===== config.mk =====
export PLATFORM = sky130hd
export DESIGN_NAME = poly_voice_allocator
export DESIGN_NICKNAME = d
export VERILOG_FILES = /design/src/hw/rtl/pva_pkg.sv /design/src/hw/rtl/pva_datapath.sv /design/src/hw/rtl/pva_ctrl.sv /design/src/hw/rtl/poly_voice_allocator.sv
export SDC_FILE = /design/constraint.sdc
export NUM_CORES = 1
export LEC_CHECK = 0
export ABC_AREA = 1
export BUFFER_PORTS_ARGS = -buffer_cell sky130_fd_sc_hd__buf_2
export CAP_MARGIN = 20
export CORE_MARGIN = 5
export CORE_UTILIZATION = 59
export CTS_CLUSTER_SIZE = 10
export DETAILED_ROUTE_END_ITERATION = 10
export GPL_ROUTABILITY_DRIVEN = 0
export GPL_TIMING_DRIVEN = 0
export MAX_ROUTING_LAYER = met4
export PLACE_DENSITY_LB_ADDON = 0.12
export SLEW_MARGIN = 0
export SYNTH_ARGS = -nofsm -noshare
export SYNTH_HDL_FRONTEND = slang
export SYNTH_SLANG_ARGS = --single-unit

===== constraint.sdc =====
create_clock -name clk -period 3.69 [get_ports clk]
set_input_delay 0.5535 -clock clk [delete_from_list [all_inputs] [get_ports clk]]
set_output_delay 0.5535 -clock clk [all_outputs]
set_load 0.01 [all_outputs]

===== src/hw/rtl/pva_pkg.sv =====
`timescale 1ns / 1ps

package pva_pkg;

  // voice pool size and derived widths
  localparam int VOICES  = 8;
  localparam int VOICE_W = (VOICES > 1) ? $clog2(VOICES) : 1;
  localparam int CNT_W   = $clog2(VOICES + 1);

  // fixed field widths
  localparam int NOTE_W     = 16;
  localparam int OUT_VOICE_W = 3;
  localparam int CFG_W      = 4;
  localparam int RESET_COUNT = 8;

  localparam logic signed [NOTE_W-1:0] INVALID_PITCH = 16'sh8000;

  // note event codes
  localparam logic OP_NOTE_ON  = 1'b0;
  localparam logic OP_NOTE_OFF = 1'b1;

  typedef logic [VOICE_W-1:0] voice_idx_t;
  typedef logic [CNT_W-1:0]   voice_cnt_t;

  // input beat
  typedef struct packed {
    logic                     op;
    logic signed [NOTE_W-1:0] note;
  } in_item_t;

  // result beat
  typedef struct packed {
    logic [OUT_VOICE_W-1:0] voice;
    logic                   ok;
  } out_item_t;

  // controller to datapath
  typedef struct packed {
    logic latch;
    logic assign_voice;
    logic scan_next;
    logic release_voice;
    logic miss;
    logic emit;
  } pva_cmd_t;

  // datapath to controller
  typedef struct packed {
    logic       pitch_bad;
    logic       op_off;
    logic       busy_empty;
    logic       hit;
    logic       scan_last;
    logic       out_free;
    voice_cnt_t busy_total;
    voice_cnt_t free_total;
  } pva_status_t;

  // saturate a voice count write into 1..VOICES
  function automatic voice_cnt_t clamp_count(input logic [CFG_W-1:0] v);
    voice_cnt_t res;
    if (v == '0) begin
      res = CNT_W'(1);
    end else if (32'(v) > VOICES) begin
      res = CNT_W'(VOICES);
    end else begin
      res = CNT_W'(v);
    end
    return res;
  endfunction

endpackage


===== src/hw/rtl/pva_datapath.sv =====
`timescale 1ns / 1ps

module pva_datapath (
  input  logic                            clk,
  input  logic                            rst_n,
  input  pva_pkg::in_item_t               in_data,
  input  logic                            cfg_we,
  input  logic [pva_pkg::CFG_W-1:0]       cfg_data,
  input  logic                            out_stall,
  input  pva_pkg::pva_cmd_t               cmd,
  output pva_pkg::pva_status_t            status,
  output logic                            out_valid,
  output pva_pkg::out_item_t              out_data
);

  // voice state
  logic signed [pva_pkg::NOTE_W-1:0] pitch_r   [pva_pkg::VOICES];
  logic signed [pva_pkg::NOTE_W-1:0] pitch_nxt [pva_pkg::VOICES];
  pva_pkg::voice_idx_t busy_r   [pva_pkg::VOICES];
  pva_pkg::voice_idx_t busy_nxt [pva_pkg::VOICES];
  pva_pkg::voice_idx_t free_r   [pva_pkg::VOICES];
  pva_pkg::voice_idx_t free_nxt [pva_pkg::VOICES];
  pva_pkg::voice_cnt_t busy_total_r, busy_total_nxt;
  pva_pkg::voice_cnt_t free_total_r, free_total_nxt;

  // working item, walk position and result
  pva_pkg::in_item_t   item_r, item_nxt;
  pva_pkg::voice_idx_t scan_idx_r, scan_idx_nxt;
  logic [pva_pkg::OUT_VOICE_W-1:0] res_voice_r, res_voice_nxt;
  logic                res_ok_r, res_ok_nxt;
  pva_pkg::out_item_t  out_r, out_nxt;
  logic                out_valid_r, out_valid_nxt;

  pva_pkg::voice_idx_t voice_on;
  pva_pkg::voice_idx_t scan_voice;
  pva_pkg::voice_cnt_t init_count;

  assign voice_on   = (free_total_r != '0) ? free_r[0] : busy_r[0];
  assign scan_voice = busy_r[scan_idx_r];
  assign init_count = pva_pkg::clamp_count(cfg_data);

  // status toward the controller
  always_comb begin
    status.pitch_bad  = (item_r.note == pva_pkg::INVALID_PITCH);
    status.op_off     = (item_r.op == pva_pkg::OP_NOTE_OFF);
    status.busy_empty = (busy_total_r == '0);
    status.hit        = (pitch_r[scan_voice] == item_r.note);
    status.scan_last  = ((pva_pkg::CNT_W'(scan_idx_r) + pva_pkg::CNT_W'(1)) == busy_total_r);
    status.out_free   = !out_valid_r || !out_stall;
    status.busy_total = busy_total_r;
    status.free_total = free_total_r;
  end

  // next state of lists, pitches and result
  always_comb begin
    pitch_nxt      = pitch_r;
    busy_nxt       = busy_r;
    free_nxt       = free_r;
    busy_total_nxt = busy_total_r;
    free_total_nxt = free_total_r;
    item_nxt       = item_r;
    scan_idx_nxt   = scan_idx_r;
    res_voice_nxt  = res_voice_r;
    res_ok_nxt     = res_ok_r;
    out_nxt        = out_r;
    out_valid_nxt  = out_valid_r;

    if (cmd.latch) begin
      item_nxt     = in_data;
      scan_idx_nxt = '0;
    end

    if (cmd.scan_next) begin
      scan_idx_nxt = scan_idx_r + pva_pkg::VOICE_W'(1);
    end

    if (cmd.miss) begin
      res_voice_nxt = '0;
      res_ok_nxt    = 1'b0;
    end

    // note on: oldest free voice, else steal the oldest busy one
    if (cmd.assign_voice) begin
      res_voice_nxt       = pva_pkg::OUT_VOICE_W'(voice_on);
      res_ok_nxt          = 1'b1;
      pitch_nxt[voice_on] = item_r.note;
      if (free_total_r != '0) begin
        for (int j = 0; j < pva_pkg::VOICES - 1; j++) begin
          free_nxt[j] = free_r[j+1];
        end
        free_total_nxt = free_total_r - pva_pkg::CNT_W'(1);
        busy_nxt[busy_total_r[pva_pkg::VOICE_W-1:0]] = voice_on;
        busy_total_nxt = busy_total_r + pva_pkg::CNT_W'(1);
      end else begin
        for (int j = 0; j < pva_pkg::VOICES - 1; j++) begin
          if (pva_pkg::CNT_W'(j + 1) < busy_total_r) begin
            busy_nxt[j] = busy_r[j+1];
          end
        end
        for (int j = 0; j < pva_pkg::VOICES; j++) begin
          if (pva_pkg::CNT_W'(j + 1) == busy_total_r) begin
            busy_nxt[j] = voice_on;
          end
        end
      end
    end

    // note off: drop matched entry from the busy list, append to free queue
    if (cmd.release_voice) begin
      res_voice_nxt         = pva_pkg::OUT_VOICE_W'(scan_voice);
      res_ok_nxt            = 1'b1;
      pitch_nxt[scan_voice] = pva_pkg::INVALID_PITCH;
      for (int j = 0; j < pva_pkg::VOICES - 1; j++) begin
        if ((pva_pkg::VOICE_W'(j) >= scan_idx_r) &&
            (pva_pkg::CNT_W'(j + 1) < busy_total_r)) begin
          busy_nxt[j] = busy_r[j+1];
        end
      end
      busy_total_nxt = busy_total_r - pva_pkg::CNT_W'(1);
      free_nxt[free_total_r[pva_pkg::VOICE_W-1:0]] = scan_voice;
      free_total_nxt = free_total_r + pva_pkg::CNT_W'(1);
    end

    // output register
    if (cmd.emit) begin
      out_nxt.voice = res_voice_r;
      out_nxt.ok    = res_ok_r;
      out_valid_nxt = 1'b1;
    end else if (out_valid_r && !out_stall) begin
      out_valid_nxt = 1'b0;
    end

    // voice count write restarts all lists
    if (cfg_we) begin
      busy_total_nxt = '0;
      free_total_nxt = init_count;
      for (int j = 0; j < pva_pkg::VOICES; j++) begin
        pitch_nxt[j] = pva_pkg::INVALID_PITCH;
        free_nxt[j]  = pva_pkg::VOICE_W'(j);
      end
    end
  end

  // state with reset values
  always_ff @(posedge clk) begin
    if (!rst_n) begin
      busy_total_r <= '0;
      free_total_r <= pva_pkg::clamp_count(pva_pkg::CFG_W'(pva_pkg::RESET_COUNT));
      out_valid_r  <= 1'b0;
      for (int j = 0; j < pva_pkg::VOICES; j++) begin
        pitch_r[j] <= pva_pkg::INVALID_PITCH;
        free_r[j]  <= pva_pkg::VOICE_W'(j);
      end
    end else begin
      busy_total_r <= busy_total_nxt;
      free_total_r <= free_total_nxt;
      out_valid_r  <= out_valid_nxt;
      pitch_r      <= pitch_nxt;
      free_r       <= free_nxt;
    end
  end

  // payload registers
  always_ff @(posedge clk) begin
    busy_r      <= busy_nxt;
    item_r      <= item_nxt;
    scan_idx_r  <= scan_idx_nxt;
    res_voice_r <= res_voice_nxt;
    res_ok_r    <= res_ok_nxt;
    out_r       <= out_nxt;
  end

  assign out_valid = out_valid_r;
  assign out_data  = out_r;

endmodule


===== src/hw/rtl/pva_ctrl.sv =====
`timescale 1ns / 1ps

module pva_ctrl (
  input  logic                 clk,
  input  logic                 rst_n,
  input  logic                 in_valid,
  output logic                 in_stall,
  input  pva_pkg::pva_status_t status,
  output pva_pkg::pva_cmd_t    cmd
);

  localparam logic [1:0] S_IDLE = 2'd0;
  localparam logic [1:0] S_EXEC = 2'd1;
  localparam logic [1:0] S_SCAN = 2'd2;
  localparam logic [1:0] S_EMIT = 2'd3;

  logic [1:0] state_r, state_nxt;

  assign in_stall = (state_r != S_IDLE);

  // sequencer
  always_comb begin
    state_nxt = state_r;
    cmd       = '0;
    unique case (state_r)
      S_IDLE: begin
        if (in_valid) begin
          cmd.latch = 1'b1;
          state_nxt = S_EXEC;
        end
      end
      S_EXEC: begin
        if (status.pitch_bad) begin
          cmd.miss  = 1'b1;
          state_nxt = S_EMIT;
        end else if (!status.op_off) begin
          cmd.assign_voice = 1'b1;
          state_nxt        = S_EMIT;
        end else if (status.busy_empty) begin
          cmd.miss  = 1'b1;
          state_nxt = S_EMIT;
        end else begin
          state_nxt = S_SCAN;
        end
      end
      S_SCAN: begin
        if (status.hit) begin
          cmd.release_voice = 1'b1;
          state_nxt         = S_EMIT;
        end else if (status.scan_last) begin
          cmd.miss  = 1'b1;
          state_nxt = S_EMIT;
        end else begin
          cmd.scan_next = 1'b1;
        end
      end
      S_EMIT: begin
        if (status.out_free) begin
          cmd.emit  = 1'b1;
          state_nxt = S_IDLE;
        end
      end
      default: begin
        state_nxt = S_IDLE;
      end
    endcase
  end

  always_ff @(posedge clk) begin
    if (!rst_n) begin
      state_r <= S_IDLE;
    end else begin
      state_r <= state_nxt;
    end
  end

endmodule


===== src/hw/rtl/poly_voice_allocator.sv =====
`timescale 1ns / 1ps

// Polyphonic voice allocator. A note-on (op 0) gets the oldest free voice,
// or steals the oldest busy voice when none is free; a note-off (op 1) frees
// the oldest busy voice holding that pitch. Pitch 0x8000 is rejected with
// ok 0, as is a note-off that matches nothing; voice reads 0 whenever ok is
// 0. One item is handled at a time: a note-on, an invalid pitch or a note-off
// with no busy voice goes from accept through the execute and emit states,
// and the input reopens once the result is registered. A note-off that walks
// the busy list passes through a scan state that compares one entry per cycle
// against the pitch store, stopping at the first match or at the end of the
// busy list. The result sits in an output register, so the next item is taken
// while a stalled result waits; the result after it is held in the result
// registers while the sequencer waits until the first one leaves. Writing
// cfg_voice_count (saturated to 1..8) restarts all lists at once.
module poly_voice_allocator (
  input  logic                            clk,
  input  logic                            rst_n,
  input  logic                            in_valid,
  output logic                            in_stall,
  input  pva_pkg::in_item_t               in_data,
  output logic                            out_valid,
  input  logic                            out_stall,
  output pva_pkg::out_item_t              out_data,
  input  logic                            cfg_we,
  input  logic [pva_pkg::CFG_W-1:0]       cfg_voice_count
);

  pva_pkg::pva_cmd_t    cmd;
  pva_pkg::pva_status_t status;

  // sequencer
  pva_ctrl u_ctrl (
    .clk      (clk),
    .rst_n    (rst_n),
    .in_valid (in_valid),
    .in_stall (in_stall),
    .status   (status),
    .cmd      (cmd)
  );

  // voice lists and result register
  pva_datapath u_datapath (
    .clk       (clk),
    .rst_n     (rst_n),
    .in_data   (in_data),
    .cfg_we    (cfg_we),
    .cfg_data  (cfg_voice_count),
    .out_stall (out_stall),
    .cmd       (cmd),
    .status    (status),
    .out_valid (out_valid),
    .out_data  (out_data)
  );

`ifndef NO_ASSERTIONS
  // busy and free totals together never exceed the voice pool
  a_total_bound: assert property (@(posedge clk) disable iff (!rst_n)
    (32'(status.busy_total) + 32'(status.free_total)) <= pva_pkg::VOICES)
    else $error("busy and free totals exceed voice pool");

  // an accepted beat closes the input until its result is built
  a_accept_stalls: assert property (@(posedge clk) disable iff (!rst_n)
    (in_valid && !in_stall) |=> in_stall)
    else $error("input open right after accept");

  // failed results carry voice zero
  a_fail_zero: assert property (@(posedge clk) disable iff (!rst_n)
    (out_valid && !out_data.ok) |-> (out_data.voice == '0))
    else $error("failed result with nonzero voice");
`endif

endmodule


# ---- After elaboration in Yosys (flattened, before gate mapping)
# Cells that the tools add are included.
dict set report totals {
  wordCells 214
  reg_bits 215
}
dict set report classes {
  n_lt_le_gt_ge 24
  n_mux 89
  n_reduce_logical 34
  eq_ne 17
  n_bitwise 9
  addsub 6
}
# operator count
set ops {}
lappend ops {{128-bit two-way mux} 2}
lappend ops {{128-bit bitwise mux} 1}
lappend ops {{120-bit bitwise AND} 1}
lappend ops {{120-bit NOT} 1}
lappend ops {{16-bit demux with 3-bit select} 2}
lappend ops {{3-bit two-way mux} 32}
lappend ops {{24-bit two-way mux} 3}
lappend ops {{16-bit two-way mux} 4}
lappend ops {{21-bit two-way mux} 3}
lappend ops {{16-bit binary-select mux with 3-bit select} 1}
lappend ops {{24-bit bitwise mux} 2}
lappend ops {{4-bit two-way mux} 9}
lappend ops {{4-bit >= comparator (second input constant)} 5}
lappend ops {{3-bit NOT with 4-bit output} 5}
lappend ops {{1-bit two-way mux} 19}
lappend ops {{3-bit demux with 3-bit select} 2}
lappend ops {{16-bit equality test} 1}
lappend ops {{16-bit equality test (second input constant)} 1}
lappend ops {{3-bit by 4-bit equality test with 1-bit output (first input constant)} 4}
lappend ops {{3-bit by 4-bit less-than comparator with 1-bit output (first input constant)} 4}
lappend ops {{4-bit by 1-bit less-than comparator with 1-bit output (second input constant)} 4}
lappend ops {{1-bit logical AND} 12}
lappend ops {{2-bit two-way mux} 6}
lappend ops {{2-bit nonzero test} 6}
lappend ops {{32 further kinds} 49}

# ---- Longest topological paths before layout
dict set report depth {
  word_depth 14
  ltp_mapped 29
  mapped_depth_nobuf 25
}

# ---- Cells and area by module
# From an unflattened synthesis, not the netlist that was laid out.
dict set report hier_totals {
  cells_unflattened 1585
  hier_area_um2 11742.5
}
# mod area_per_inst_um2 cells_each n_inst
set modules_own_cells {}
lappend modules_own_cells {pva_datapath 11462.2 1541 1}
lappend modules_own_cells {pva_ctrl 280.3 44 1}

# ---- Worst setup path after synthesis
# Ideal clock, no wire load.
dict set report synth_timing {
  kind {reg2reg}
  from {register u_datapath.scan_idx_r[0]}
  to {register u_datapath.free_total_r[3]}
  setup_slack_ps 486
  path_stages_with_launch 28
  arrival_ps 3092
  t_required_ps 3578
  synth_period_minus_slack_ps 3204
  cell_sequence {edfxtp_1 -> buf_6 -> inv_6 -> buf_6 -> nand2_1 -> nand3_2 -> nand2_2 -> inv_2 -> nand2_4 -> nor2_8 -> buf_6 -> nand3_1 -> nand2_1 -> nor2_1 -> nand2_1 -> nand2_1 -> nor2_1 -> nand2_1 -> nor2_2 -> nand3_4 -> clkbuf_1 -> ha_1 -> nand2_1 -> nand3b_1 -> nand3_1 -> nand3_1 -> nand2_1 -> nand2_1}
}
dict set report synth_between {
  elab_chain_len 13
  word_cells_on_any_way 16
}
# element line
set synth_rtl {}
lappend synth_rtl {{start: declaration} pva_datapath.sv:28} ;# pva_pkg::voice_idx_t scan_idx_r, scan_idx_nxt;
lappend synth_rtl {{start signal: assignment} pva_datapath.sv:167} ;# scan_idx_r <= scan_idx_nxt;
lappend synth_rtl {{3-bit NOT with 4-bit output (implied by the code) (*)} pva_datapath.sv:39} ;# assign scan_voice = busy_r[scan_idx_r];
lappend synth_rtl {{3-bit binary-select mux with 3-bit select (*)} pva_datapath.sv:39}
lappend synth_rtl {{3-bit two-way mux (implied by the code) (*) (2 in a row)} pva_datapath.sv:39}
lappend synth_rtl {{3-bit NOT with 4-bit output (implied by the code) (*)} pva_datapath.sv:47} ;# status.hit = (pitch_r[scan_voice] == item_r.note);
lappend synth_rtl {{16-bit binary-select mux with 3-bit select (*)} pva_datapath.sv:47}
lappend synth_rtl {{16-bit two-way mux (implied by the code) (*) (2 in a row)} pva_datapath.sv:47}
lappend synth_rtl {{16-bit equality test (*)} pva_datapath.sv:47}
lappend synth_rtl {{1-bit two-way mux (*)} pva_ctrl.sv:47} ;# if (status.hit) begin
lappend synth_rtl {{2-bit two-way mux (*)} pva_ctrl.sv:25} ;# unique case (state_r)
lappend synth_rtl {{3-bit nonzero test (no source line) / 4-bit two-way mux (equally long branches)} -}
lappend synth_rtl {{2-bit AND reduction (no source line) / 4-bit two-way mux (equally long branches)} -}
lappend synth_rtl {{end signal: assignment} pva_datapath.sv:148} ;# free_total_r <= pva_pkg::clamp_count(pva_pkg::CFG_W'(pva_pkg::RESET_COUNT));
lappend synth_rtl {{end signal: assignment} pva_datapath.sv:156} ;# free_total_r <= free_total_nxt;
lappend synth_rtl {{end: declaration} pva_datapath.sv:24} ;# pva_pkg::voice_cnt_t free_total_r, free_total_nxt;
# Every way passes the cells marked *; elsewhere a longest branch is shown, timed or not. The select of a mux whose other input is x is not followed.
# A chain may end at the register's enable or synchronous reset.

# ---- Worst setup path in the final report
dict set report layout_timing {
  from {register u_datapath.scan_idx_r[1]}
  to {register u_datapath.free_total_r[3]}
}
# Same word-level chain as after synthesis.

==> summary.md <==
| Metric | Value |
|---|---|
| Setup repair after global routing missed its margin | yes |
| Number of antenna violations at the first check in global routing | 0 |
| Highest Clock Rate | 267 MHz |
| Initial core utilization | 0.597 |
| Sequential Area | 4600 um^2 |
| Worst EP required | 4.12 ns |
| Post-synthesis sequential element count | 215 |
| Number of endpoints with negative hold slack in the final report | 0 |
| Global-route wire length before repair | 56700 um |
| Root buffer cell | sky130_fd_sc_hd__clkbuf_16 |
| Number of buffers created by CTS | 25 |
| Type of element launching the critical path | flop |
| Synthesis-to-finish area growth | 21.9% |
| Slew Limit Fails | 0 |
| Mean routed wirelength per cell | 18.8 um |
| Maximum capacitance violations | 0 |
| Leak pwr | 6.57 nW |
| Post-CTS clock slew at the launch and capture registers of the worst setup and hold paths | 0.06 ns |
| Mapped Avg Cell Area | 6.89 um^2 |
| Final Non-Filler Cells | 2054 |
| CP arrival | 4.17 ns |
| Class of the most critical setup path | reg2reg |
| Skew-Pair Late Insertion Delay | 0.55 ns |
| Clock tree from TritonCTS | done |
| Number of synthesis warnings | 0 |
| Sum Neg Setup Slack | -0.323 ns |
| DRC marker count from the first detailed-route iteration | 1369 |
| Post-layout minimum cycle time | 3.75 ns |
| Maximum buffer depth of the clock tree | 3 |
| Maximum number of pins on one net before global-route repair | 18 |
| Fill cell instance count of the final layout | 1565 |
| Primary FF master, synth | sky130_fd_sc_hd__dfxtp_1 |
| Core Footprint | 19400 um^2 |
| Power density over cell area | 837 nW/um^2 |
| Sink of the worst hold path | u_datapath.item_r[12] |
| Worst setup skew after layout | 0.0247 ns |
| Grt ovf | 0 |
| Violations in the final reports | setup timing |
| Peak supply drop | 0.588 mV |
| Count of port buffers added during placement | 31 |
| Num Clock Sinks | 215 |
| R2R setup slack | -0.06 ns |
| Placed inst area | 12100 um^2 |
| # setup viols final | 20 |
| Via/cell ratio | 5.90 |
| Hold slack final | 0.181 ns |
| Class of the tightest hold or removal check | in2reg |
| Final Worst Setup Slack | -0.0554 ns |
| Number of optimization iterations in the first detailed-route pass | 6 |
| Horizontal die dimension | 150 um |
| Cell area after layout | 14100 um^2 |
| Utilization of the core after routing | 0.727 |
| Pre-CTS setup slack | -0.462 ns |
| Count of cell types in the netlist | 54 |
| Number of top-level pins | 32 |
| Synthesized netlist net count | 1719 |
| Remaining antenna violation count | 0 |
| Critical hold path startpoint | in_data[12] |
| Commonest non-fill, non-tap cell in the layout | sky130_fd_sc_hd__nand2_1 |
| GRT Overall Usage | 0.327 |
| Fraction of synthesis flops using an asynchronous set or reset pin | 0 |
| Post-synthesis instance area | 11600 um^2 |
| Overall Power | 11.8 mW |
| Via count of the first global-routing pass | 10.9k |
| Detailed-route wire length | 38700 um |
| Share of final-layout standard cells stronger than drive strength 1 | 0.195 |
| Path depth of the worst reg2reg path | 24 |
| Final net count | 1819 |
| Critical register-to-register path endpoint | u_datapath.free_total_r[3] |
| Final critical-path share of the clock period | 1.02 |
| Crit Reg-Reg Startpoint | u_datapath.scan_idx_r[1] |
| Number of enable-type register cells in the synthesized netlist | 30 |
| Setup crit end kind | flop |
| Diodes inserted | 0 |
| CTS H-tree lvls | 1 |
| Total vias in the final route | 12.1k |
| Area of the die | 22500 um^2 |
| Portion of the post-synthesis area used by sequential elements | 0.398 |
| Number of remaining DRC errors | 0 |
| Max-slew headroom at the worst pin | 0.320 |
| Transition time at the pin with the least slew margin | 1.02 ns |
| Cells after DPL | 1975 |
| Crit path max fanout | 7 |
| Std-Cell Rows | 51 |
| Post-Synthesis Cells | 1679 |
| Status | finished, violations left |
| Chip Height | 150 um |
| Commonest non-fill, non-tap cells in the layout | 477 x sky130_fd_sc_hd__nand2_1, 185 x sky130_fd_sc_hd__dfxtp_1, 163 x sky130_fd_sc_hd__inv_1 |
| Hold path cells | 1 |
| Area of combinational cells with multiple inputs | 6210 um^2 |
| HPWL Detailed | 24900 um |
state kept, by name, summed over array words and instances (netlist names), named ones only:
| register | flops |
|---|---|
| u_datapath.item_r | 16 |
| u_datapath.free_r | 21 |
| u_datapath.out_valid | 1 |
| u_datapath.scan_idx_r | 3 |
| u_datapath.status | 1 |
| u_datapath.out_data | 4 |
| u_datapath.busy_total_r | 4 |
| u_datapath.busy_r | 21 |
| u_datapath.pitch_r | 128 |
| u_ctrl.state_r | 2 |
| u_datapath.free_total_r | 4 |
| u_datapath.res_ok_r | 1 |
| u_datapath.res_voice_r | 3 |
layout make-up:
cell class | instances | area share
multi-input cells | 1158 | 0.440
flip-flops and latches | 215 | 0.326
inverters | 231 | 0.0643
repair buffers | 73 | 0.0537
clock buffers | 36 | 0.0473
plain buffers | 75 | 0.0431
well taps | 265 | 0.0235
clock inverters | 1 | 0.00142
routing by layer:
metal  track usage  routed length [um]  vias up
met2         0.535               18300      713
met3        0.0430                3410      190
met4         0.159                2390        0
li1              -                   -     5655
met1         0.399               14600     5561
met5             -                   0        -
cells by family after synthesis:
kind of cell | share of synthesized area
xor+xnor | 0.00151
compound gates | 0.177
flops | 0.398
simple gates | 0.294
buf+inv | 0.109
fa+ha+maj | 0.0151
mux | 0.00627
cell usage after synthesis, types with 2 or more instances:
cell,n,area [um^2]
sky130_fd_sc_hd__mux2_2,2,22.5
sky130_fd_sc_hd__o211ai_1,60,450
sky130_fd_sc_hd__inv_2,43,161
sky130_fd_sc_hd__buf_4,4,30.0
sky130_fd_sc_hd__buf_2,22,110
sky130_fd_sc_hd__or2_2,4,25.0
sky130_fd_sc_hd__o22ai_1,10,62.6
sky130_fd_sc_hd__a221oi_1,7,61.3
sky130_fd_sc_hd__o21ai_0,131,656
sky130_fd_sc_hd__nand2_1,538,2020
sky130_fd_sc_hd__nor3_1,9,45.0
sky130_fd_sc_hd__clkbuf_1,40,150
sky130_fd_sc_hd__nor2_2,3,18.8
sky130_fd_sc_hd__dfxtp_1,185,3700
sky130_fd_sc_hd__nor2_8,5,100
sky130_fd_sc_hd__ha_1,14,175
sky130_fd_sc_hd__a22oi_1,3,22.5
sky130_fd_sc_hd__inv_1,183,687
sky130_fd_sc_hd__nand3b_1,2,15.0
sky130_fd_sc_hd__a311oi_1,6,52.6
sky130_fd_sc_hd__a31oi_1,11,68.8
sky130_fd_sc_hd__edfxtp_1,30,901
sky130_fd_sc_hd__nand3_2,4,40.0
sky130_fd_sc_hd__nand3_1,106,531
sky130_fd_sc_hd__a21oi_1,62,310
sky130_fd_sc_hd__nand4_1,7,43.8
sky130_fd_sc_hd__nand2_2,5,31.3
sky130_fd_sc_hd__clkinv_1,3,11.3
sky130_fd_sc_hd__nor2_4,3,33.8
sky130_fd_sc_hd__buf_6,8,90.1
sky130_fd_sc_hd__nor4_1,4,25.0
sky130_fd_sc_hd__o221ai_1,6,52.6
sky130_fd_sc_hd__mux2i_1,5,50.1
sky130_fd_sc_hd__nand2_4,4,45.0
sky130_fd_sc_hd__o211ai_2,9,113
sky130_fd_sc_hd__o31ai_2,2,25.0
sky130_fd_sc_hd__nor2_1,104,390
sky130_fd_sc_hd__o21ai_1,19,95.1
critical path: stages, from the launching register on:
cell and delay [ns]:
sky130_fd_sc_hd__edfxtp_1 0.58, sky130_fd_sc_hd__nor2_2 0.28, sky130_fd_sc_hd__nand3_1 0.21, sky130_fd_sc_hd__nand2_4 0.16, sky130_fd_sc_hd__inv_2 0.07, sky130_fd_sc_hd__nand2_8 0.13
sky130_fd_sc_hd__nor2_8 0.07, sky130_fd_sc_hd__buf_4 0.14, sky130_fd_sc_hd__buf_4 0.13, sky130_fd_sc_hd__nand3_1 0.06, sky130_fd_sc_hd__nand2_1 0.09, sky130_fd_sc_hd__o21ai_1 0.14
sky130_fd_sc_hd__nand2_1 0.06, sky130_fd_sc_hd__nor2_1 0.08, sky130_fd_sc_hd__nand2_1 0.09, sky130_fd_sc_hd__nor2_4 0.24, sky130_fd_sc_hd__nand3_4 0.18, sky130_fd_sc_hd__buf_8 0.17
sky130_fd_sc_hd__ha_4 0.27, sky130_fd_sc_hd__nand2_1 0.04, sky130_fd_sc_hd__nand3b_1 0.18, sky130_fd_sc_hd__nand3_1 0.10, sky130_fd_sc_hd__nand3_1 0.06, sky130_fd_sc_hd__nand2_1 0.06
sky130_fd_sc_hd__nand2_1 0.04
how the worst max path moves through the flow:
| stage | start | end | slack [ns] | cells after the start |
|---|---|---|---|---|
| 2_1_floorplan | u_datapath.scan_idx_r[0] | u_datapath.free_total_r[3] | 0.49 | 27 |
| 3_3_place_gp | u_datapath.scan_idx_r[0] | u_datapath.free_total_r[3] | -0.45 | 25 |
| 3_5_place_dp | u_datapath.scan_idx_r[0] | u_datapath.free_total_r[3] | -0.46 | 25 |
| 4_1_cts | u_datapath.scan_idx_r[0] | u_datapath.free_total_r[3] | 0.02 | 26 |
| 5_1_grt | u_datapath.scan_idx_r[0] | u_datapath.free_total_r[3] | -0.24 | 26 |
| 6_report | u_datapath.scan_idx_r[1] | u_datapath.free_total_r[3] | -0.06 | 24 |
repair_timing:
item / in CTS / in global routing
buffers inserted: 9 / 20
pin swaps: 5 / 35
hold endpoints to repair: 0 / 0
gates cloned: 0 / 13
hold buffers: 0 / 0
setup endpoints to repair: 157 / 184
gates resized for setup: 29 / 231
report_power, final:
| group | total (mW) | leakage [nW] | switching (mW) | internal (mW) |
|---|---|---|---|---|
| sequential | 2.83 | 1.78 | 0.206 | 2.62 |
| clock | 2.20 | 0.331 | 0.964 | 1.24 |
| combinational | 6.78 | 4.46 | 4.25 | 2.53 |
| total | 11.8 | 6.57 | 5.42 | 6.39 |
Note: power is estimated with default switching activity, not from simulation.
